--- config.mk ---
export PLATFORM = sky130hd
export DESIGN_NAME = harq_tx_process_fsm
export DESIGN_NICKNAME = d
export VERILOG_FILES = /design/src/design/harq_tx_pkg.sv /design/src/design/harq_tx_event.sv /design/src/design/harq_tx_stats.sv /design/src/design/harq_tx_process_fsm.sv
export VERILOG_INCLUDE_DIRS = /design/src /design/src/design
export SDC_FILE = /design/constraint.sdc
export NUM_CORES = 1
export LEC_CHECK = 0
export ABC_CLOCK_PERIOD_IN_PS = 9900
export BUFFER_PORTS_ARGS = -buffer_cell sky130_fd_sc_hd__buf_4
export CAP_MARGIN = 20
export CORE_ASPECT_RATIO = 1.4
export CORE_MARGIN = 3
export CORE_UTILIZATION = 50
export CTS_BUF_LIST = sky130_fd_sc_hd__clkbuf_8
export DETAILED_ROUTE_END_ITERATION = 7
export HOLD_SLACK_MARGIN = 0.12
export PLACE_DENSITY = 0.77
export SETUP_SLACK_MARGIN = 0.02
export SYNTH_ARGS = -nofsm -noshare
export SYNTH_HDL_FRONTEND = slang
export SYNTH_SLANG_ARGS = --single-unit
--- constraint.sdc ---
create_clock -name clock -period 9.9 [get_ports clock]
set_input_delay 1.485 -clock clock [delete_from_list [all_inputs] [get_ports clock]]
set_output_delay 1.485 -clock clock [all_outputs]
set_load 0.02 [all_outputs]
--- src/design/harq_tx_process_fsm_defines.svh ---
// Assertion macros used by the event decoder of the transmit process.
`ifndef HARQ_TX_PROCESS_FSM_DEFINES_SVH
`define HARQ_TX_PROCESS_FSM_DEFINES_SVH

// Same-cycle implication, checked out of reset.
`define HARQ_TX_ASSERT_NOW(lbl, ante, cons, msg) \
   lbl: assert property (@(posedge clock) disable iff (reset) (ante) |-> (cons)) \
      else $error(msg);

// Next-cycle implication, checked out of reset.
`define HARQ_TX_ASSERT_NEXT(lbl, ante, cons, msg) \
   lbl: assert property (@(posedge clock) disable iff (reset) (ante) |=> (cons)) \
      else $error(msg);

`endif

--- src/design/harq_tx_pkg.sv ---
// Package: codes, types and helpers of the HARQ transmit process.
package harq_tx_pkg;

   localparam int StatAttempts = 4;
   localparam int DirLimit     = 4;
   localparam int StatW        = 32;
   localparam int AttIdxW      = (StatAttempts > 1) ? $clog2(StatAttempts) : 1;

   localparam logic [2:0] FuncInsert    = 3'd0;
   localparam logic [2:0] FuncSelect    = 3'd1;
   localparam logic [2:0] FuncExtract   = 3'd2;
   localparam logic [2:0] FuncAck       = 3'd3;
   localparam logic [2:0] FuncNack      = 3'd4;
   localparam logic [2:0] FuncSelfNack  = 3'd5;
   localparam logic [2:0] FuncDrop      = 3'd6;
   localparam logic [2:0] FuncForceDrop = 3'd7;

   localparam logic [1:0] StEmpty    = 2'd0;
   localparam logic [1:0] StSelected = 2'd1;
   localparam logic [1:0] StWaiting  = 2'd2;
   localparam logic [1:0] StBuffered = 2'd3;

   localparam logic [3:0] ErrNone        = 4'd0;
   localparam logic [3:0] ErrBusyInsert  = 4'd1;
   localparam logic [3:0] ErrCwMismatch  = 4'd2;
   localparam logic [3:0] ErrSelectIdle  = 4'd3;
   localparam logic [3:0] ErrExtractIdle = 4'd4;
   localparam logic [3:0] ErrFbIdle      = 4'd5;
   localparam logic [3:0] ErrSnWaiting   = 4'd6;
   localparam logic [3:0] ErrSnIdle      = 4'd7;
   localparam logic [3:0] ErrDropIdle    = 4'd8;

   localparam logic [1:0] CsrMaxRetx    = 2'd0;
   localparam logic [1:0] CsrCodeword   = 2'd1;
   localparam logic [1:0] CsrBaseStation = 2'd2;

   typedef struct packed {
      logic       valid;
      logic       nack;
      logic [3:0] ntx;
      logic       dir;
   } fb_type;

   typedef struct packed {
      logic [3:0]  error_code;
      logic        rtx_request;
      logic        discarded;
      logic        unit_freed;
      logic [15:0] pdu_out;
      logic        new_data;
      logic [3:0]  tx_number;
      logic [1:0]  unit_state;
   } base_type;

   typedef struct packed {
      logic [StatW-1:0] dir_total;
      logic [StatW-1:0] dir_nack_total;
      logic [StatW-1:0] attempt_total;
      logic [StatW-1:0] attempt_nack_total;
   } stat_type;

   function automatic logic [StatW-1:0] sat_inc(input logic [StatW-1:0] v, input logic inc);
      logic [StatW-1:0] r;
      r = v;
      if (inc && !(&v)) begin
         r = v + StatW'(1);
      end
      return r;
   endfunction

endpackage

--- src/design/harq_tx_event.sv ---
// Event decoder and process state registers of the HARQ transmit process.
`include "harq_tx_process_fsm_defines.svh"

module harq_tx_event (
   input  logic                 clock,
   input  logic                 reset,
   input  logic                 en,
   input  logic [2:0]           func,
   input  logic [15:0]          pdu_handle,
   input  logic                 pdu_codeword,
   input  logic                 pdu_direction,
   input  logic [3:0]           max_retx,
   input  logic                 unit_codeword,
   input  logic                 is_base_station,
   output harq_tx_pkg::base_type res,
   output harq_tx_pkg::fb_type   fb
);

   logic [1:0]  state_ff, state_in;
   logic [3:0]  tx_count_ff, tx_count_in;
   logic [15:0] held_pdu_ff;
   logic        held_dir_ff;
   logic        load;
   logic [3:0]  tx_sat;

   assign tx_sat = (tx_count_ff == 4'hF) ? tx_count_ff : tx_count_ff + 4'd1;

   always_comb begin
      state_in    = state_ff;
      tx_count_in = tx_count_ff;
      load        = 1'b0;
      fb          = '0;
      res         = '0;
      unique case (func)
         harq_tx_pkg::FuncInsert: begin
            if (state_ff != harq_tx_pkg::StEmpty) begin
               res.error_code = harq_tx_pkg::ErrBusyInsert;
            end else if (pdu_codeword != unit_codeword) begin
               res.error_code = harq_tx_pkg::ErrCwMismatch;
            end else begin
               load        = 1'b1;
               tx_count_in = 4'd0;
               state_in    = harq_tx_pkg::StSelected;
            end
         end
         harq_tx_pkg::FuncSelect: begin
            if (state_ff != harq_tx_pkg::StBuffered) begin
               res.error_code = harq_tx_pkg::ErrSelectIdle;
            end else begin
               state_in = harq_tx_pkg::StSelected;
            end
         end
         harq_tx_pkg::FuncExtract: begin
            if (state_ff != harq_tx_pkg::StSelected) begin
               res.error_code = harq_tx_pkg::ErrExtractIdle;
            end else begin
               tx_count_in  = tx_sat;
               state_in     = harq_tx_pkg::StWaiting;
               res.new_data = (tx_sat == 4'd1);
               res.pdu_out  = held_pdu_ff;
            end
         end
         harq_tx_pkg::FuncAck, harq_tx_pkg::FuncNack: begin
            if (state_ff != harq_tx_pkg::StWaiting) begin
               res.error_code = harq_tx_pkg::ErrFbIdle;
            end else begin
               fb.valid = 1'b1;
               fb.nack  = (func == harq_tx_pkg::FuncNack);
               fb.ntx   = tx_count_ff;
            end
         end
         harq_tx_pkg::FuncSelfNack: begin
            if (state_ff == harq_tx_pkg::StWaiting) begin
               res.error_code = harq_tx_pkg::ErrSnWaiting;
            end else if (state_ff != harq_tx_pkg::StBuffered) begin
               res.error_code = harq_tx_pkg::ErrSnIdle;
            end else begin
               tx_count_in = tx_sat;
               fb.valid    = 1'b1;
               fb.nack     = 1'b1;
               fb.ntx      = tx_sat;
            end
         end
         harq_tx_pkg::FuncDrop: begin
            if (state_ff != harq_tx_pkg::StBuffered) begin
               res.error_code = harq_tx_pkg::ErrDropIdle;
            end else begin
               res.pdu_out = held_pdu_ff;
               state_in    = harq_tx_pkg::StEmpty;
               tx_count_in = 4'd0;
            end
         end
         default: begin
            if (state_ff != harq_tx_pkg::StEmpty) begin
               res.pdu_out = held_pdu_ff;
            end
            state_in    = harq_tx_pkg::StEmpty;
            tx_count_in = 4'd0;
         end
      endcase

      // resolve feedback: free on ACK or at the limit, else buffer
      fb.dir = held_dir_ff;
      if (fb.valid) begin
         res.pdu_out = held_pdu_ff;
         if (!fb.nack) begin
            state_in       = harq_tx_pkg::StEmpty;
            tx_count_in    = 4'd0;
            res.unit_freed = 1'b1;
         end else if ({1'b0, fb.ntx} == ({1'b0, max_retx} + 5'd1)) begin
            state_in       = harq_tx_pkg::StEmpty;
            tx_count_in    = 4'd0;
            res.unit_freed = 1'b1;
            res.discarded  = 1'b1;
         end else begin
            state_in        = harq_tx_pkg::StBuffered;
            res.rtx_request = is_base_station;
         end
      end

      res.unit_state = state_in;
      res.tx_number  = tx_count_in;
   end

   always_ff @(posedge clock) begin
      if (reset) begin
         state_ff    <= harq_tx_pkg::StEmpty;
         tx_count_ff <= 4'd0;
      end else if (en) begin
         state_ff    <= state_in;
         tx_count_ff <= tx_count_in;
      end
   end

   always_ff @(posedge clock) begin
      if (en && load) begin
         held_pdu_ff <= pdu_handle;
         held_dir_ff <= pdu_direction;
      end
   end

   `HARQ_TX_ASSERT_NEXT(a_err_holds_state, en && (res.error_code != harq_tx_pkg::ErrNone), (state_ff == $past(state_ff)) && (tx_count_ff == $past(tx_count_ff)), "error changed the process state")
   `HARQ_TX_ASSERT_NOW(a_empty_no_tx, state_ff == harq_tx_pkg::StEmpty, tx_count_ff == 4'd0, "empty unit with nonzero transmission count")
   `HARQ_TX_ASSERT_NOW(a_fb_legal, en && fb.valid, (state_ff == harq_tx_pkg::StWaiting) || ((state_ff == harq_tx_pkg::StBuffered) && (func == harq_tx_pkg::FuncSelfNack)), "feedback from an illegal state")
   `HARQ_TX_ASSERT_NEXT(a_freed_empty, en && res.unit_freed, state_ff == harq_tx_pkg::StEmpty, "freed unit not empty")

endmodule

--- src/design/harq_tx_stats.sv ---
// Saturating feedback and NACK statistics per attempt number and per direction.
module harq_tx_stats (
   input  logic                  clock,
   input  logic                  reset,
   input  logic                  en,
   input  harq_tx_pkg::fb_type   fb,
   output harq_tx_pkg::stat_type stat
);

   logic [harq_tx_pkg::StatW-1:0] att_nack_ff [harq_tx_pkg::StatAttempts];
   logic [harq_tx_pkg::StatW-1:0] att_nack_in [harq_tx_pkg::StatAttempts];
   logic [harq_tx_pkg::StatW-1:0] att_fb_ff   [harq_tx_pkg::StatAttempts];
   logic [harq_tx_pkg::StatW-1:0] att_fb_in   [harq_tx_pkg::StatAttempts];
   logic [harq_tx_pkg::StatW-1:0] dir_nack_ff [2];
   logic [harq_tx_pkg::StatW-1:0] dir_nack_in [2];
   logic [harq_tx_pkg::StatW-1:0] dir_fb_ff   [2];
   logic [harq_tx_pkg::StatW-1:0] dir_fb_in   [2];

   logic [3:0]                     k_full;
   logic [harq_tx_pkg::AttIdxW-1:0] k;
   logic                           att_hit;
   logic                           dir_lt;
   logic                           dir_eq;
   logic [harq_tx_pkg::StatW-1:0]  att_nack_new;
   logic [harq_tx_pkg::StatW-1:0]  att_fb_new;
   logic [harq_tx_pkg::StatW-1:0]  dir_nack_new;
   logic [harq_tx_pkg::StatW-1:0]  dir_fb_new;

   assign k_full  = fb.ntx - 4'd1;
   assign k       = k_full[harq_tx_pkg::AttIdxW-1:0];
   assign att_hit = (fb.ntx >= 4'd1) && (fb.ntx <= 4'(harq_tx_pkg::StatAttempts));
   assign dir_lt  = fb.ntx < 4'(harq_tx_pkg::DirLimit);
   assign dir_eq  = fb.ntx == 4'(harq_tx_pkg::DirLimit);

   assign att_nack_new = harq_tx_pkg::sat_inc(att_nack_ff[k], fb.nack);
   assign att_fb_new   = harq_tx_pkg::sat_inc(att_fb_ff[k], 1'b1);
   assign dir_nack_new = dir_lt ? harq_tx_pkg::sat_inc(dir_nack_ff[fb.dir], fb.nack)
                                : dir_nack_ff[fb.dir];
   assign dir_fb_new   = (dir_lt || dir_eq) ? harq_tx_pkg::sat_inc(dir_fb_ff[fb.dir], 1'b1)
                                            : dir_fb_ff[fb.dir];

   always_comb begin
      att_nack_in = att_nack_ff;
      att_fb_in   = att_fb_ff;
      dir_nack_in = dir_nack_ff;
      dir_fb_in   = dir_fb_ff;
      if (fb.valid && att_hit) begin
         att_nack_in[k] = att_nack_new;
         att_fb_in[k]   = att_fb_new;
      end
      if (fb.valid) begin
         dir_nack_in[fb.dir] = dir_nack_new;
         dir_fb_in[fb.dir]   = dir_fb_new;
      end
   end

   assign stat.attempt_nack_total = (fb.valid && att_hit) ? att_nack_new : '0;
   assign stat.attempt_total      = (fb.valid && att_hit) ? att_fb_new : '0;
   assign stat.dir_nack_total     = fb.valid ? dir_nack_new : '0;
   assign stat.dir_total          = fb.valid ? dir_fb_new : '0;

   always_ff @(posedge clock) begin
      if (reset) begin
         for (int i = 0; i < harq_tx_pkg::StatAttempts; i++) begin
            att_nack_ff[i] <= '0;
            att_fb_ff[i]   <= '0;
         end
         for (int j = 0; j < 2; j++) begin
            dir_nack_ff[j] <= '0;
            dir_fb_ff[j]   <= '0;
         end
      end else if (en) begin
         att_nack_ff <= att_nack_in;
         att_fb_ff   <= att_fb_in;
         dir_nack_ff <= dir_nack_in;
         dir_fb_ff   <= dir_fb_in;
      end
   end

endmodule

--- src/design/harq_tx_process_fsm.sv ---
// Top level of one stop-and-wait HARQ transmit process.
//
// Requests arrive on the req_ channel, one event each (kind in req_tuser,
// PDU handle, codeword and direction in req_tdata). Every request gives
// exactly one response on the rsp_ channel with the new process state,
// the transmission count, the released handle, flags, an error code and
// the NACK statistics after any feedback.
// A request is first held in the input register, then decoded, and its
// response is registered in the output register, which drives
// rsp_tvalid. Throughput is one request per cycle without stalls: the
// process state and statistics update in the same cycle as the decode.
// When the receiver stalls the response register holds and the input
// register still takes one more request; req_tready drops only when both
// are full. Reset clears both stages, the process state (empty, no
// transmissions), the statistics, and loads max_retx 3, codeword 0 and
// base station mode. Write the csr_ registers only while no request is
// in flight.
module harq_tx_process_fsm (
   input  logic         clock,
   input  logic         reset,
   input  logic         req_tvalid,
   output logic         req_tready,
   input  logic [2:0]   req_tuser,   // func
   input  logic [23:0]  req_tdata,   // pdu_handle, pdu_codeword, pdu_direction, zero pad
   output logic         rsp_tvalid,
   input  logic         rsp_tready,
   // unit_state, tx_number, new_data, pdu_out, unit_freed, discarded, rtx_request,
   // error_code, attempt_nack_total, attempt_total, dir_nack_total, dir_total, zero pad
   output logic [159:0] rsp_tdata,
   input  logic         csr_we,
   input  logic [1:0]   csr_index,
   input  logic [3:0]   csr_wdata
);

   logic        in_valid_ff, in_valid_in;
   logic [2:0]  in_user_ff;
   logic [17:0] in_data_ff;
   logic        out_valid_ff, out_valid_in;
   logic [159:0] out_data_ff;
   logic        advance;
   logic        req_take;

   logic [3:0]  max_retx_ff;
   logic        unit_codeword_ff;
   logic        is_bs_ff;

   harq_tx_pkg::base_type base;
   harq_tx_pkg::fb_type   fb;
   harq_tx_pkg::stat_type stat;

   assign advance     = in_valid_ff && (!out_valid_ff || rsp_tready);
   assign req_tready  = !in_valid_ff || advance;
   assign req_take    = req_tvalid && req_tready;
   assign in_valid_in = req_take || (in_valid_ff && !advance);
   assign out_valid_in = advance || (out_valid_ff && !rsp_tready);

   always_ff @(posedge clock) begin
      if (reset) begin
         in_valid_ff  <= 1'b0;
         out_valid_ff <= 1'b0;
      end else begin
         in_valid_ff  <= in_valid_in;
         out_valid_ff <= out_valid_in;
      end
   end

   always_ff @(posedge clock) begin
      if (req_take) begin
         in_user_ff <= req_tuser;
         in_data_ff <= req_tdata[17:0];
      end
      if (advance) begin
         out_data_ff <= {2'b00, stat, base};
      end
   end

   always_ff @(posedge clock) begin
      if (reset) begin
         max_retx_ff      <= 4'd3;
         unit_codeword_ff <= 1'b0;
         is_bs_ff         <= 1'b1;
      end else if (csr_we) begin
         unique case (csr_index)
            harq_tx_pkg::CsrMaxRetx:     max_retx_ff      <= csr_wdata;
            harq_tx_pkg::CsrCodeword:    unit_codeword_ff <= csr_wdata[0];
            harq_tx_pkg::CsrBaseStation: is_bs_ff         <= csr_wdata[0];
            default: ;
         endcase
      end
   end

   harq_tx_event u_event (
      .clock           (clock),
      .reset           (reset),
      .en              (advance),
      .func            (in_user_ff),
      .pdu_handle      (in_data_ff[15:0]),
      .pdu_codeword    (in_data_ff[16]),
      .pdu_direction   (in_data_ff[17]),
      .max_retx        (max_retx_ff),
      .unit_codeword   (unit_codeword_ff),
      .is_base_station (is_bs_ff),
      .res             (base),
      .fb              (fb)
   );

   harq_tx_stats u_stats (
      .clock (clock),
      .reset (reset),
      .en    (advance),
      .fb    (fb),
      .stat  (stat)
   );

   assign rsp_tvalid = out_valid_ff;
   assign rsp_tdata  = out_data_ff;

endmodule
==> flow_summary.yaml <==
global_route:
  grt_max_degree: 154
  use_met1: 0.276
  met2_usage: 0.433
  grt_pass1_wl_um: 116000
  busiest_layer: "met2"
  antenna_found_initial: 1
  globalRouteOverflowTotal: 0
  grt_use_total: 0.242
  grt_use_met3: 0.0372
  grt_pass1_vias: 22800
clock_network:
  post_cts_resized: 0
  worstSkewPairLatency_ns: 0.69
  htreeDepth: 3
  cts_buffers: 87
  root_buffer: "clkbuf_8"
  clock_path_buffers: 3
  tritoncts: "built"
  clkTransAtPathRegs_ns: 0.07
  postCtsSetupBuffers: 0
  hold_buffers: 0
  cts.sinks: 594
timing:
  drv_slew: 0
  max_freq_mhz: 148
  tightest_slew_ns: 1.07
  fin_crit_ns: 6.77
  rsz0062_at_grt: "no"
  slew_headroom: 0.276
  fin_tns_setup_ns: 0
  timing.final.crit_share: 0.684
  hold_ws_ns: 0.420
  finalHoldViolCount: 0
  setup_violations: 0
  skew_ns: 0.0392
hold_path:
  worstHoldStart: "in_data_ff[8]$_DFFE_PP_"
  hold_path.class: "reg -> reg"
  whs_path_depth: 0
  holdPathEnd: "u_event.held_pdu_ff[8]$_DFFE_PP_"
run:
  cap_violations: 0
critical_path:
  start_kind: "flop"
  r2r_end: "u_stats.att_nack_ff[58]$_SDFFE_PP0P_"
  cp_cell_sequence: "ha_1 > a31oi_2 > o211ai_4 > nand2_8 > inv_4 > ha_1 > o21bai_1 > nand2_1 > a311o_2 > buf_4 > nor2_1 > and2_2 > buf_4 > nor2_1 > a2111oi_0"
  cp_max_fo: 65
  critPathCaptureType: "flop"
  critical_path_buf_inv_count: 3
  timing.rr.start: "u_event.tx_count_ff[0]$_SDFFE_PP0P_"
  arrival_ns: 7.33
  reg2reg_slack_ns: 3.13
  cp_slowest_cell: "and2_2"
  slowest_delay_ns: 0.78
  r2r_cells: 15
  criticalPathCategory: "reg -> reg"
  worst_path_dominant_cell_family: "simple AND/OR/NAND/NOR gates"
  crit_required_ns: 10.46
cells_and_area:
  drive_above_1_share: 0.140
  nNetsFinal: 3122
  mostFrequentLayoutCells: "433 x nor2_1, 398 x dfxtp_1, 365 x nand2_1"
  syn_to_final_growth_pct: 12.5
  mostFrequentLayoutCell: "nor2_1"
pwr:
  p_int_w: 0.00360
  swShare: 0.232
  combinationalPowerShare: 0.036
  irDropWorstVdd_mv: 0.172
  p_leak_nw: 11.0
  sequentialPowerShare: 0.548
  p_clk_frac: 0.416
  switchingPower_w: 0.00109
  power_density_nw_per_um2: 149
route:
  remaining_drc_errors: 0
  wire_per_inst_um: 18.7
  drtPass1Iterations: 6
  viasPerCell: 5.83
  vias: 22600
  ant_nets: 0
  drtIter0Drc: 1643
  routed_wl_um: 72500
logic_synthesis:
  synth_edf_count: 196
  async_flop_share: 0
  synth.avg_cell_area_um2: 9.47
  synth.distinct_cells: 89
  seq_area_frac_synth: 0.494
  yosysTopAreaCell: "dfxtp_1"
  synth.ff_latch_count: 594
  synth.area.top_cells: "dfxtp_1 28%, edfxtp_1 21%, nor2_1 5.8%, mux2i_1 5.0%, nand2_1 4.9%"
  syn_inst: 2960
  ys.flop_type: "dfxtp_1"
  synth_top_area_frac: 0.284
  syn_area_um2: 28000
  ys_warn_count: 0
placement:
  io_buffers: 191
  gp_congestion: 0.866
  dp_hpwl_um: 46200
floorplan:
  die_w_um: 206
  rows: 102
  design.portCount: 200
  die_area_um2: 59000
  core_um2: 55400
  die_h_um: 286
  start_util: 0.506
outcome:
  status: "completed"
[worst max-delay path by stage]
stage,endpoint,startpoint,depth (start not counted),slack (ns)
finish,u_stats.att_nack_ff[58]$_SDFFE_PP0P_,u_event.tx_count_ff[0]$_SDFFE_PP0P_,15,3.13
global route,u_stats.att_nack_ff[26]$_SDFFE_PP0P_,u_event.tx_count_ff[0]$_SDFFE_PP0P_,15,2.62
CTS,u_stats.att_nack_ff[58]$_SDFFE_PP0P_,u_event.tx_count_ff[0]$_SDFFE_PP0P_,15,2.90
detailed placement,u_stats.att_nack_ff[58]$_SDFFE_PP0P_,u_event.tx_count_ff[0]$_SDFFE_PP0P_,15,2.92
global placement,u_stats.att_nack_ff[26]$_SDFFE_PP0P_,u_event.tx_count_ff[0]$_SDFFE_PP0P_,15,3.12
floorplan,u_event.held_dir_ff$_DFFE_PP_,rsp_tready,6,2.56
[layer usage]
layer | wire, um | share of wire | up-vias
met4 | 3090 | 0.043 | 0
met5 | 0 | 0 | -
met2 | 37400 | 0.52 | 752
li1 | - | - | 10700
met3 | 3810 | 0.052 | 190
met1 | 28200 | 0.39 | 10900
[final cells by class]
cell class	count	area [um2]
Fill cell	4762	23900
Sequential cell	594	13900
Multi-Input combinational cell	2147	13300
Timing Repair Buffer	221	1700
Clock buffer	94	1290
Tap cell	728	911
Clock inverter	68	407
Inverter	22	90.1
Antenna cell	1	2.50
[cells by family (layout without fill, tap and decap cells)]
| group | after synthesis | after routing | share of synthesized area |
|---|---|---|---|
| buf+inv | 220 | 405 | 0.0334 |
| flops | 594 | 594 | 0.494 |
| compound gates | 500 | 500 | 0.114 |
| mux | 198 | 198 | 0.0879 |
| xor+xnor | 164 | 164 | 0.0518 |
| other cells | 1 | 3 | 0.000134 |
| simple gates | 1272 | 1272 | 0.213 |
| fa+ha+maj | 11 | 11 | 0.00491 |
[power groups by stage]
stage                     clock (W)  combinational (W)  sequential, W
after detailed placement          0           0.000167        0.00262
final                       0.00195           0.000167        0.00257
after global routing        0.00210           0.000179        0.00257
after global placement            0           0.000164        0.00262
after CTS                   0.00199           0.000167        0.00257
after floorplan                   0          0.0000651        0.00265
[registers in the layout (all words and copies together), names as in the netlist]
register and cells:
in_data_ff 18, in_user_ff 3, in_valid_ff 1, is_bs_ff 1
max_retx_ff 4, rsp_tdata 158, rsp_tvalid 1, u_event.held_dir_ff 1
u_event.held_pdu_ff 16, u_event.state_ff 2, u_event.tx_count_ff 4, u_stats.att_fb_ff 128
u_stats.att_nack_ff 128, u_stats.dir_fb_ff 64, u_stats.dir_nack_ff 64, unit_codeword_ff 1
[synthesized netlist by cell type, types with 18 or more instances]
cell,count
nor2b_1,60
edfxtp_1,196
mux2i_1,140
and2_1,38
a211oi_1,157
nand2_1,365
nand4_1,23
xnor2_1,63
and3_1,18
dfxtp_1,398
nand3_1,107
nor2_1,433
buf_2,29
a21oi_1,174
or3_1,29
nand3b_1,54
mux4_2,36
o21ai_0,80
clkbuf_1,138
nor3_1,77
xor2_1,99
mux2_2,21
inv_1,20
[metrics by stage]
| step | util | cell area [um2] | std cells | worst slack [ns] | power [W] |
|---|---|---|---|---|---|
| 5_1_grt | 0.569 | 31500 | 3875 | 2.62 | 0.00485 |
| 6_report | 0.569 | 31500 | 3875 | 3.13 | 0.00468 |
| 3_5_place_dp | 0.538 | 29800 | 3709 | 2.92 | 0.00279 |
| 4_1_cts | 0.568 | 31500 | 3871 | 2.90 | 0.00473 |
| 2_1_floorplan | - | 28000 | 2961 | 2.56 | 0.00272 |
| 3_3_place_gp | 0.538 | 29800 | 3709 | 3.12 | 0.00278 |
(Power assumes the default switching activity.)
